[config.mk]
export PLATFORM = sky130hd
export DESIGN_NAME = servo_status_packet_checker_top
export DESIGN_NICKNAME = d
export VERILOG_FILES = /design/src/rtl/core/sspc_pkg.sv /design/src/rtl/core/servo_status_packet_checker_top.sv /design/src/rtl/core/sspc_front.sv /design/src/rtl/core/sspc_queue.sv /design/src/rtl/core/sspc_back.sv
export VERILOG_INCLUDE_DIRS = /design/src /design/src/rtl/core
export SDC_FILE = /design/constraint.sdc
export NUM_CORES = 1
export LEC_CHECK = 0
export BUFFER_PORTS_ARGS = -buffer_cell sky130_fd_sc_hd__buf_4
export CAP_MARGIN = 10
export CORE_ASPECT_RATIO = 1.4
export CORE_UTILIZATION = 50
export CTS_BUF_LIST = sky130_fd_sc_hd__clkbuf_8
export DETAILED_ROUTE_END_ITERATION = 10
export MAX_ROUTING_LAYER = met4
export PLACE_DENSITY = 0.71
export SETUP_SLACK_MARGIN = 0.15
export SLEW_MARGIN = 20
export SYNTH_ARGS = -nofsm -noshare
export SYNTH_HDL_FRONTEND = slang
export SYNTH_SLANG_ARGS = --single-unit
export TNS_END_PERCENT = 50
[constraint.sdc]
create_clock -name clock -period 2.9 [get_ports clock]
set_clock_uncertainty 0.05 [all_clocks]
set_input_delay 0.435 -clock clock [delete_from_list [all_inputs] [get_ports clock]]
set_output_delay 0.435 -clock clock [all_outputs]
set_load 0.05 [all_outputs]
[src/rtl/core/servo_status_packet_checker_top_assert.svh]
// assertion macros shared by the status packet checker modules
`ifndef SERVO_STATUS_PACKET_CHECKER_TOP_ASSERT_SVH
`define SERVO_STATUS_PACKET_CHECKER_TOP_ASSERT_SVH

// antecedent implies consequent in the same cycle
`define SSPC_ASSERT_NOW(name, clk, rst, ante, cons) \
   name: assert property (@(posedge clk) disable iff (rst) (ante) |-> (cons)) \
      else $error("sspc assertion failed");

// antecedent implies consequent in the next cycle
`define SSPC_ASSERT_NEXT(name, clk, rst, ante, cons) \
   name: assert property (@(posedge clk) disable iff (rst) (ante) |=> (cons)) \
      else $error("sspc assertion failed");

`endif

[src/rtl/core/sspc_pkg.sv]
// types and constants of the status packet checker
`timescale 1ns / 1ps

package sspc_pkg;

   localparam logic [7:0] HEADER_BYTE    = 8'hFF;
   localparam int         MIN_PACKET_LEN = 6;

   typedef enum logic [1:0] {
      VERDICT_OK       = 2'd0,
      VERDICT_CORRUPT  = 2'd1,
      VERDICT_MISMATCH = 2'd2
   } verdict_type;

   typedef struct packed {
      verdict_type verdict;
      logic [7:0]  status_id;
      logic [7:0]  error_bits;
      logic        error_present;
      logic [15:0] param_word;
   } result_type;

endpackage

[src/rtl/core/servo_status_packet_checker_top.sv]
// top level of the servo status packet checker
`timescale 1ns / 1ps

// Checks a received servo bus status packet that arrives one byte per req
// transfer, with req_last_byte on the final byte. The expected id and read
// count are sampled with the first byte of each packet. One rsp transfer
// follows each packet: verdict ok, corrupt (shorter than 6 bytes, a bad 0xff
// header, or a checksum byte missing or wrong) or mismatch (wrong id, or a
// size other than 6 plus the read count), together with the id, the error
// byte, an error flag and the first two parameter bytes as a word. Bytes
// enter at one per cycle while req is not stalled; the parser updates its
// running sum and captures fields as each byte is accepted. Verdicts pass
// through a QUEUE_DEPTH entry queue and an output register; req stalls while
// the queue is full, only possible once rsp stalls with the register full.
// Verdicts are queued with their last byte. MAX_PACKET_BYTES bounds the byte
// counter; longer packets count as MAX_PACKET_BYTES + 1 bytes.

module servo_status_packet_checker_top #(
   parameter int MAX_PACKET_BYTES = 511,
   parameter int QUEUE_DEPTH      = 2
) (
   input  logic        clock,
   input  logic        reset,
   input  logic        req_valid,
   output logic        req_stall,
   input  logic [7:0]  req_rx_byte,
   input  logic        req_last_byte,
   input  logic [7:0]  req_expected_id,
   input  logic [7:0]  req_expected_count,
   output logic        rsp_valid,
   input  logic        rsp_stall,
   output logic [1:0]  rsp_verdict,
   output logic [7:0]  rsp_status_id,
   output logic [7:0]  rsp_error_bits,
   output logic        rsp_error_present,
   output logic [15:0] rsp_param_word
);
   import sspc_pkg::*;

   // front to queue
   logic       push;
   result_type push_data;
   logic       queue_full;

   // queue to output stage
   logic       q_pop;
   logic       q_not_empty;
   result_type q_data;

   // parser: one byte per transfer, verdict built on the last byte
   sspc_front #(
      .MAX_PACKET_BYTES (MAX_PACKET_BYTES)
   ) u_front (
      .clock              (clock),
      .reset              (reset),
      .req_valid          (req_valid),
      .req_stall          (req_stall),
      .req_rx_byte        (req_rx_byte),
      .req_last_byte      (req_last_byte),
      .req_expected_id    (req_expected_id),
      .req_expected_count (req_expected_count),
      .queue_full         (queue_full),
      .push               (push),
      .push_data          (push_data)
   );

   // decouples parser from a stalled consumer
   sspc_queue #(
      .QUEUE_DEPTH (QUEUE_DEPTH)
   ) u_queue (
      .clock     (clock),
      .reset     (reset),
      .push      (push),
      .push_data (push_data),
      .full      (queue_full),
      .pop       (q_pop),
      .not_empty (q_not_empty),
      .pop_data  (q_data)
   );

   // registered result toward rsp
   sspc_back u_back (
      .clock             (clock),
      .reset             (reset),
      .q_not_empty       (q_not_empty),
      .q_data            (q_data),
      .q_pop             (q_pop),
      .rsp_valid         (rsp_valid),
      .rsp_stall         (rsp_stall),
      .rsp_verdict       (rsp_verdict),
      .rsp_status_id     (rsp_status_id),
      .rsp_error_bits    (rsp_error_bits),
      .rsp_error_present (rsp_error_present),
      .rsp_param_word    (rsp_param_word)
   );

endmodule

[src/rtl/core/sspc_front.sv]
// front end: byte parsing, header and checksum tracking, verdict per packet
`timescale 1ns / 1ps

module sspc_front #(
   parameter int MAX_PACKET_BYTES = 511
) (
   input  logic                clock,
   input  logic                reset,
   input  logic                req_valid,
   output logic                req_stall,
   input  logic [7:0]          req_rx_byte,
   input  logic                req_last_byte,
   input  logic [7:0]          req_expected_id,
   input  logic [7:0]          req_expected_count,
   input  logic                queue_full,
   output logic                push,
   output sspc_pkg::result_type push_data
);
   import sspc_pkg::*;

   localparam int CNT_W  = $clog2(MAX_PACKET_BYTES + 1);
   localparam int SIZE_W = $clog2(MAX_PACKET_BYTES + 2);
   localparam int CMP_W  = (SIZE_W > 10) ? SIZE_W : 10;

   logic [CNT_W-1:0] count_ff, count_in;
   logic             header_ff, header_in;
   logic [7:0]       sum_ff, sum_in;
   logic [7:0]       length_ff, length_in;
   logic [7:0]       id_ff, id_in;
   logic [7:0]       error_ff, error_in;
   logic [7:0]       plow_ff, plow_in;
   logic [7:0]       phigh_ff, phigh_in;
   logic             matched_ff, matched_in;
   logic             checked_ff, checked_in;
   logic [7:0]       want_id_ff, want_id_in;
   logic [7:0]       want_cnt_ff, want_cnt_in;

   logic             accept;
   logic             is_sum;
   logic [CMP_W-1:0] k_wide;
   logic [CMP_W-1:0] size_wide;
   verdict_type      verdict;

   assign req_stall = queue_full;
   assign accept    = req_valid && !req_stall;
   assign push      = accept && req_last_byte;
   assign k_wide    = CMP_W'(count_ff);
   assign size_wide = k_wide + CMP_W'(1);

   always_comb begin
      want_id_in  = (count_ff == '0) ? req_expected_id : want_id_ff;
      want_cnt_in = (count_ff == '0) ? req_expected_count : want_cnt_ff;
      header_in   = header_ff;
      if ((k_wide <= CMP_W'(1)) && (req_rx_byte != HEADER_BYTE)) begin
         header_in = 1'b0;
      end
      id_in     = (k_wide == CMP_W'(2)) ? req_rx_byte : id_ff;
      length_in = (k_wide == CMP_W'(3)) ? req_rx_byte : length_ff;
      error_in  = (k_wide == CMP_W'(4)) ? req_rx_byte : error_ff;
      plow_in   = (k_wide == CMP_W'(5)) ? req_rx_byte : plow_ff;
      phigh_in  = (k_wide == CMP_W'(6)) ? req_rx_byte : phigh_ff;

      // zero length: the length byte itself is the checksum
      if (k_wide == CMP_W'(3)) begin
         is_sum = (req_rx_byte == 8'd0);
      end else begin
         is_sum = (k_wide >= CMP_W'(4)) && (k_wide == CMP_W'(length_ff) + CMP_W'(3));
      end

      sum_in     = sum_ff;
      checked_in = checked_ff;
      matched_in = matched_ff;
      if (!checked_ff && (k_wide >= CMP_W'(2))) begin
         if (is_sum) begin
            checked_in = 1'b1;
            matched_in = (req_rx_byte == ~sum_ff);
         end else begin
            sum_in = sum_ff + req_rx_byte;
         end
      end

      if (count_ff < CNT_W'(MAX_PACKET_BYTES)) begin
         count_in = count_ff + CNT_W'(1);
      end else begin
         count_in = count_ff;
      end

      if ((size_wide < CMP_W'(MIN_PACKET_LEN)) || !header_in || !checked_in || !matched_in)
      begin
         verdict = VERDICT_CORRUPT;
      end else if ((id_in != want_id_in) ||
                   (size_wide != CMP_W'(MIN_PACKET_LEN) + CMP_W'(want_cnt_in))) begin
         verdict = VERDICT_MISMATCH;
      end else begin
         verdict = VERDICT_OK;
      end

      push_data.verdict       = verdict;
      push_data.status_id     = id_in;
      push_data.error_bits    = error_in;
      push_data.error_present = (error_in != 8'd0);
      push_data.param_word    = {phigh_in, plow_in};
   end

   always_ff @(posedge clock) begin
      if (reset || push) begin
         count_ff    <= '0;
         header_ff   <= 1'b1;
         sum_ff      <= '0;
         length_ff   <= '0;
         id_ff       <= '0;
         error_ff    <= '0;
         plow_ff     <= '0;
         phigh_ff    <= '0;
         matched_ff  <= 1'b0;
         checked_ff  <= 1'b0;
         want_id_ff  <= '0;
         want_cnt_ff <= '0;
      end else if (accept) begin
         count_ff    <= count_in;
         header_ff   <= header_in;
         sum_ff      <= sum_in;
         length_ff   <= length_in;
         id_ff       <= id_in;
         error_ff    <= error_in;
         plow_ff     <= plow_in;
         phigh_ff    <= phigh_in;
         matched_ff  <= matched_in;
         checked_ff  <= checked_in;
         want_id_ff  <= want_id_in;
         want_cnt_ff <= want_cnt_in;
      end
   end

`include "servo_status_packet_checker_top_assert.svh"

   `SSPC_ASSERT_NEXT(a_front_clear_after_last, clock, reset, push, count_ff == '0 && header_ff)

endmodule

[src/rtl/core/sspc_queue.sv]
// short result queue between front end and output stage
`timescale 1ns / 1ps

module sspc_queue #(
   parameter int QUEUE_DEPTH = 2
) (
   input  logic                 clock,
   input  logic                 reset,
   input  logic                 push,
   input  sspc_pkg::result_type push_data,
   output logic                 full,
   input  logic                 pop,
   output logic                 not_empty,
   output sspc_pkg::result_type pop_data
);
   import sspc_pkg::*;

   localparam int PTR_W = (QUEUE_DEPTH > 1) ? $clog2(QUEUE_DEPTH) : 1;
   localparam int CNT_W = $clog2(QUEUE_DEPTH + 1);

   result_type       entries_ff [QUEUE_DEPTH];
   logic [PTR_W-1:0] wr_ptr_ff, wr_ptr_in;
   logic [PTR_W-1:0] rd_ptr_ff, rd_ptr_in;
   logic [CNT_W-1:0] count_ff, count_in;
   logic             do_push, do_pop;

   assign full      = (count_ff == CNT_W'(QUEUE_DEPTH));
   assign not_empty = (count_ff != '0);
   assign do_push   = push && !full;
   assign do_pop    = pop && not_empty;
   assign pop_data  = entries_ff[rd_ptr_ff];

   always_comb begin
      wr_ptr_in = wr_ptr_ff;
      rd_ptr_in = rd_ptr_ff;
      count_in  = count_ff;
      if (do_push) begin
         wr_ptr_in = (wr_ptr_ff == PTR_W'(QUEUE_DEPTH - 1)) ? '0 : wr_ptr_ff + PTR_W'(1);
      end
      if (do_pop) begin
         rd_ptr_in = (rd_ptr_ff == PTR_W'(QUEUE_DEPTH - 1)) ? '0 : rd_ptr_ff + PTR_W'(1);
      end
      if (do_push && !do_pop) begin
         count_in = count_ff + CNT_W'(1);
      end else if (do_pop && !do_push) begin
         count_in = count_ff - CNT_W'(1);
      end
   end

   always_ff @(posedge clock) begin
      if (reset) begin
         wr_ptr_ff <= '0;
         rd_ptr_ff <= '0;
         count_ff  <= '0;
      end else begin
         wr_ptr_ff <= wr_ptr_in;
         rd_ptr_ff <= rd_ptr_in;
         count_ff  <= count_in;
      end
   end

   always_ff @(posedge clock) begin
      if (do_push) begin
         entries_ff[wr_ptr_ff] <= push_data;
      end
   end

`include "servo_status_packet_checker_top_assert.svh"

   `SSPC_ASSERT_NOW(a_queue_no_overflow, clock, reset, 1'b1, count_ff <= CNT_W'(QUEUE_DEPTH))
   `SSPC_ASSERT_NEXT(a_queue_push_grows, clock, reset, do_push && !do_pop, count_ff == $past(count_ff) + CNT_W'(1))

endmodule

[src/rtl/core/sspc_back.sv]
// output stage: result register toward the consumer
`timescale 1ns / 1ps

module sspc_back (
   input  logic                 clock,
   input  logic                 reset,
   input  logic                 q_not_empty,
   input  sspc_pkg::result_type q_data,
   output logic                 q_pop,
   output logic                 rsp_valid,
   input  logic                 rsp_stall,
   output logic [1:0]           rsp_verdict,
   output logic [7:0]           rsp_status_id,
   output logic [7:0]           rsp_error_bits,
   output logic                 rsp_error_present,
   output logic [15:0]          rsp_param_word
);
   import sspc_pkg::*;

   logic       valid_ff;
   result_type data_ff;

   assign q_pop = q_not_empty && (!valid_ff || !rsp_stall);

   always_ff @(posedge clock) begin
      if (reset) begin
         valid_ff <= 1'b0;
      end else if (q_pop) begin
         valid_ff <= 1'b1;
      end else if (!rsp_stall) begin
         valid_ff <= 1'b0;
      end
   end

   always_ff @(posedge clock) begin
      if (q_pop) begin
         data_ff <= q_data;
      end
   end

   assign rsp_valid         = valid_ff;
   assign rsp_verdict       = data_ff.verdict;
   assign rsp_status_id     = data_ff.status_id;
   assign rsp_error_bits    = data_ff.error_bits;
   assign rsp_error_present = data_ff.error_present;
   assign rsp_param_word    = data_ff.param_word;

`include "servo_status_packet_checker_top_assert.svh"

   `SSPC_ASSERT_NEXT(a_back_pop_shows, clock, reset, q_pop, valid_ff && data_ff == $past(q_data))

endmodule
Word level (Yosys, flattened, before mapping):

Memories as Yosys holds them, arrays and structs flattened. A register that Yosys moved wholly into a read port is not among the register bits.
Cells that the tools add are included.

* bits in registers: 81
* RAM bits: 70
* bits of input ports: 29
* output and inout bits: 37
* logic and storage cells: 100
* memories: 1

Memories
* u_queue.entries_ff: words 2, bits a word 35, read ports 1, clocked after memory_dff 1, wr ports 1, line sspc_queue.sv:21 `result_type entries_ff [QUEUE_DEPTH];`

* add/subtract/negate cells: 9
* $lt $le $gt $ge: 5
* equality and inequality tests: 12
* multiplexer cells: 22
* bitwise logic cells: 2
* reduce and logical (&&, ||, !) cells: 33

Operators with widths (count)
* two-way mux 8 bit: 6
* equality test 9 x 3 -> 1 bit, second input constant: 3
* equality test 9 x 2 -> 1 bit, second input constant: 2
* two-way mux 1 bit: 12
* adder 9 x 1 -> 10 bit, second input constant: 1
* equality test 9 x 10 -> 1 bit: 1
* logical AND 1 bit: 10
* < comparator 10 x 3 -> 1 bit, second input constant: 1
* != test 10 bit: 1
* adder 3 x 8 -> 9 bit, first input constant: 1
* adder 8 x 2 -> 9 bit, second input constant: 1
* adder 9 x 1 -> 9 bit, second input constant: 1
* greater-or-equal comparator 9 x 2 -> 1 bit, second input constant: 1
* greater-or-equal comparator 9 x 3 -> 1 bit, second input constant: 1
* less-or-equal comparator 9 x 1 -> 1 bit, second input constant: 1
* zero test 1 bit: 9
* zero test 9 bit: 1
* < comparator 9 bit, second input constant: 1
* adder 8 bit: 1
* equality test 8 bit: 1
* zero test 8 bit: 1
* two-way mux 2 bit: 4
* != test 8 bit: 1
* != test 8 bit, second input constant: 1
* 12 further kinds: 20

Longest topological paths before layout:

* depth after elaboration: 10
* gate-level depth with buffers: 14
* gate-level depth less buffers: 12

Hierarchy:

A second synthesis with hierarchy kept.

* cells, all modules: 841
* area, all modules: 8979.9 um^2

By module, submodules not included
* sspc_front: times used 1, cells each 668, area each 5156.2 um^2, sequential area each 1521.5 um^2
* sspc_queue: times used 1, cells each 134, area each 2736.4 um^2, sequential area each 2202.1 um^2
* sspc_back: times used 1, cells each 39, area each 1087.3 um^2, sequential area each 1071.0 um^2

Least setup slack after synthesis:

No wires, ideal clock.

* path kind: reg2reg
* start point: register u_front.count_ff[1]
* end point: memory u_queue.entries_ff[0][34] (netlist name), data pin
* library setup time: 273 ps
* data arrival time: 2585 ps
* setup slack: -7 ps
* stages on the path, launching flop included: 15
* path buffers: 2
* period minus slack after synthesis: 2907 ps
* path through: dfxtp_1 -> clkbuf_1 -> inv_1 -> ha_1 -> nor4b_2 -> nand2_1 -> buf_2 -> mux2i_1 -> ha_1 -> xnor2_1 -> xnor2_1 -> xnor2_1 -> nor4_1 -> o211a_1 -> a31oi_1

RTL lines
* start, declared: line sspc_front.sv:25 `logic [CNT_W-1:0] count_ff, count_in;`
* start signal, assigned: line sspc_front.sv:120 `count_ff <= count_in;`
* end, declared: line sspc_queue.sv:21

==> impl.org <==
** Logic synthesis
- After synthesis, the share of flip-flops with an asynchronous set or reset is 0.
- Seq cells post-synth :: 186
- The number of different library cells used by synthesis comes to 63.
- The number of nets handed over by synthesis was 799.
- Yosys printed 0 warnings.
- Yosys top cell by area :: edfxtp_1
- Among all flip-flop cells after synthesis, the most frequent one is edfxtp_1.
- Post-synthesis sequential area ratio :: 0.5621
- Per-instance average area after synthesis :: between 10 and 15 sq um
- In this run, synthesis inferred 105 flip-flops with an integrated enable.
- The share of synthesized area in the top cell type comes to 0.3712.
- The mapped netlist covers around 8500 sq um.
- Post-Syn Instances :: between 700 and 800
- By area the synthesized netlist is led by edfxtp_1, dfxtp_1, mux2_2.

** Timing
- Final setup viols :: 0
- For this run, the top clock speed supported by timing is between 300 and 400 MHz.
- Setup total negative slack on the finished layout was measured at 0 ns.
- The clock period could shrink to between 2 and 3 ns.
- Least-Margin Pin Slew :: just over 0.7 ns
- Of the available clock period, the critical path in the final layout requires 0.9399.
- Across all hold checks on the routed design, the worst slack comes to 0.1225 ns.
- The final hold violation count came to 0.
- Measured against its own limit, the worst slew margin works out to 0.5143.
- Setup repair after global routing could not meet its margin everywhere.
- Pins over their slew limit :: 0

** Finish
- The final layout contains 888 nets.
- The area growth from synthesis to layout is 17.31%.
- 0 antenna diodes ended up in the layout.
- Ratio of cells with drive above 1 in the final layout :: 0.2593
- The filler cells instantiated in the layout total 1341.

** Placement
- In this run the tool buffered the top-level ports with 65 buffer cells.
- Once detailed placement completed, the half-perimeter wirelength came to ~13000 um.
- RD Place Congestion :: between 0.9 and 1

** Global routing
- Entering global routing, the biggest net connects between 40 and 50 pins.
- Initial antenna violation count :: 0
- Total routing usage reported by global routing :: 0.2241
- Number of global-route vias before repair :: 6005
- Remaining Overflow, GRT :: 0
- First-pass GRT wire length :: between 20000 and 30000 um

** Floorplanning
- Pin placement for this block handled 66 I/O pins.
- Core outline area :: around 17000 sq um
- Row generation in the floorplan step produced between 50 and 60 rows.
- Initial core utilization :: 0.5094
- In this run the horizontal extent of the chip is ~110 um.
- Die height :: around 160 um
- The floorplan step defined a die boundary enclosing roughly 18000 sq um.

** Clock tree
- Clock root buffer :: clkbuf_8
- The clock net in this run drives a total of ~190 sinks.
- Count of hold buffers inserted by post-cts repair :: 0
- H-Tree Level Count :: 4
- TritonCTS created 17 clock buffers.
- The clock passes through at most 2 buffers.
- Clock insertion delay at the later pin of the skew report :: roughly 0.48 ns
- Clock-pin slew was measured on the worst setup and hold paths at 0.10 ns.
- TritonCTS built the clock tree.

** Min path
- The worst hold path belongs to the class input port to flop.

** Setup path
- STA classifies the critical path startpoint as a flop.
- In this run the worst path has a maximum fanout of 8.
- CP endpoint kind :: flop
- Delay of the slowest critical-path stage :: around 0.5 ns
- Broken down by cell family, the worst path's largest delay share belongs to simple AND/OR/NAND/NOR gates.
- WP buf/inv :: 1
- The critical path goes through or3_4, or4_4, buf_12, mux2i_4, xor2_1, nor4_1, o211a_1, a31oi_2.
- Arrival time of the worst setup path :: ~2.9 ns
- CP Data Required Time :: between 3 and 4 ns
- Slowest-stage cell, CP :: or4_4
- The critical path is of the flop to flop type.

** Detailed routing
- Final wirelength :: about 18000 um
- 1st-iter DRT viols :: approximately 320
- Using the TritonRoute via totals, the vias-per-cell ratio works out to around 5.6.
- The first detailed-routing pass ran for 7 iterations.
- In the routed design, unresolved DRC markers number 4.
- The routed layout has just under 6000 vias.
- Antenna-violating nets left :: 0
- Wire length per cell :: between 15 and 20 um

** Power and ir drop
- Power per cell area :: 786.4 nW/um^2
- The internal portion of the total power is between 5000 and 6000 uW.
- IR analysis of the VDD net gives a maximum drop of ~340 uV.
- Static leakage :: between 0.003 and 0.004 uW
- Proportion of total power due to net switching :: 0.3588
- Of the total power, combinational logic draws 0.335.
- Register share of total power :: 0.444
- In this run the power spent charging and discharging nets is about 2800 uW.
- Power share of the clock group :: 0.220

** Flow run
- Max-cap violations in this run came to 0.

** Status
- Status :: finished with violations
- The final reports fail on DRC.
## logic make-up after synthesis
family | Yosys count | synth area share
and+or+nand+nor | 228 | 0.1268
DFF | 186 | 0.5621
AOI/OAI and AO/OA | 111 | 0.08293
muxes | 94 | 0.1205
buffers and inverters | 71 | 0.03314
xor gates and xnor gates | 50 | 0.05155
adders and majority gates | 15 | 0.02298
## power by group through the flow
stage / clock network [uW] / registers [uW] / logic (uW)
final: 1720 / 3480 / 2630
after global routing: 1850 / 3520 / 2800
after CTS: 1760 / 3480 / 2560
after detailed placement: 0 / 3540 / 2540
after global placement: 0 / 3510 / 2500
after floorplan: 0 / 4290 / 1060
## worst paths after layout
| path | startpoint | to | slack (ns) | depth (start not counted) |
|---|---|---|---|---|
| max | u_front.count_ff[6] | u_queue.entries_ff[1][34] | 0.17 | 8 |
| min | reset | u_back.rsp_valid | 0.12 | 2 |
| max reg2reg | u_front.count_ff[6] | u_queue.entries_ff[1][34] | 0.17 | 8 |
| min reg2reg | u_front.plow_ff[0] | u_front.plow_ff[0] | 0.41 | 2 |
## per-layer routing
| metal | GRT usage | routed length (um) | share of wire | vias to the layer above |
|---|---|---|---|---|
| met5 | - | 0 | 0 | - |
| met4 | 0.1187 | 641 | 0.035 | 0 |
| met3 | 0.03950 | 622 | 0.034 | 46 |
| met2 | 0.3928 | 9844 | 0.53 | 122 |
| met1 | 0.2426 | 7378 | 0.40 | 2898 |
| li1 | - | - | - | 2876 |
## cell usage in the layout, fill, tap and decap left out, types with 4 or more instances in the layout
cell type	netlist	final
and3_1	4	4
nand3_1	8	7
nand2b_1	5	4
o21ai_0	15	15
a21oi_1	40	40
mux2i_4	1	5
or3_1	9	8
nand2_1	85	84
nor4_1	9	7
edfxtp_1	105	105
xnor2_1	30	29
nand4_1	10	10
mux2_2	49	49
dfxtp_1	81	76
clkbuf_8	0	18
a211oi_1	19	19
nor2_1	64	63
ha_1	14	12
mux2i_1	41	36
a31o_1	4	4
inv_1	31	29
o211ai_1	4	4
xor2_1	20	20
buf_4	0	108
nor3_1	13	13
o21ai_1	5	5
inv_6	0	5
## final cells by class
type | instances | area, sq um | area share
clock inverters | 13 | 140.1 | 0.01406
well taps | 203 | 254.0 | 0.02549
repair buffers | 110 | 842.1 | 0.08451
clock buffers | 18 | 247.7 | 0.02486
inverters | 31 | 118.9 | 0.01193
multi-input cells | 498 | 3573 | 0.3586
flip-flops and latches | 186 | 4788 | 0.4805
## registers in the layout, indices dropped and copies added, names as in the netlist, 2 cells and up
register               cells
u_back.rsp_error_bits      8
u_back.rsp_verdict         2
u_back.rsp_param_word     16
u_front.plow_ff            8
u_front.length_ff          8
u_front.phigh_ff           8
u_front.error_ff           8
u_front.id_ff              8
u_queue.count_ff           2
u_queue.entries_ff        70
u_back.rsp_status_id       8
u_front.sum_ff             8
u_front.count_ff           9
u_front.want_id_ff         8
u_front.want_cnt_ff        8
## cell usage after synthesis (4+ instances only)
cell type and instances:
mux2_2 49, xnor2_1 30, and3_1 4, nor4_1 9
dfxtp_1 81, edfxtp_1 105, inv_1 31, o21ai_0 15
nand2b_1 5, buf_1 6, xor2_1 20, o21ai_1 5
nor3_1 13, nor2_1 64, mux2i_1 41, clkbuf_1 27
nand2_1 85, a21oi_1 40, or3_1 9, buf_2 6
o211ai_1 4, nand4_1 10, a211oi_1 19, a31o_1 4
nand3_1 8, ha_1 14, and2_1 4
## per-stage QoR
stage / setup slack, ns / area, sq um / std cells / power (uW) / util
global placement: 0.1821 / 9368 / 1020 / 6009 / 0.5618
CTS: 0.1814 / 9772 / 1051 / 7792 / 0.5860
detailed placement: 0.08579 / 9368 / 1020 / 6082 / 0.5618
finish: 0.1744 / 9965 / 1059 / 7836 / 0.5975
floorplan: 0.1567 / 8516 / 755 / 5349 / -
global route: 0.1133 / 9965 / 1059 / 8174 / 0.5975
## what timing repair did
item	CTS	global route
pin swaps	0	7
endpoints found under the setup margin	2	3
resized for setup	5	30
setup buffers	0	8
No activity file was read; power rests on OpenSTA's default activity.
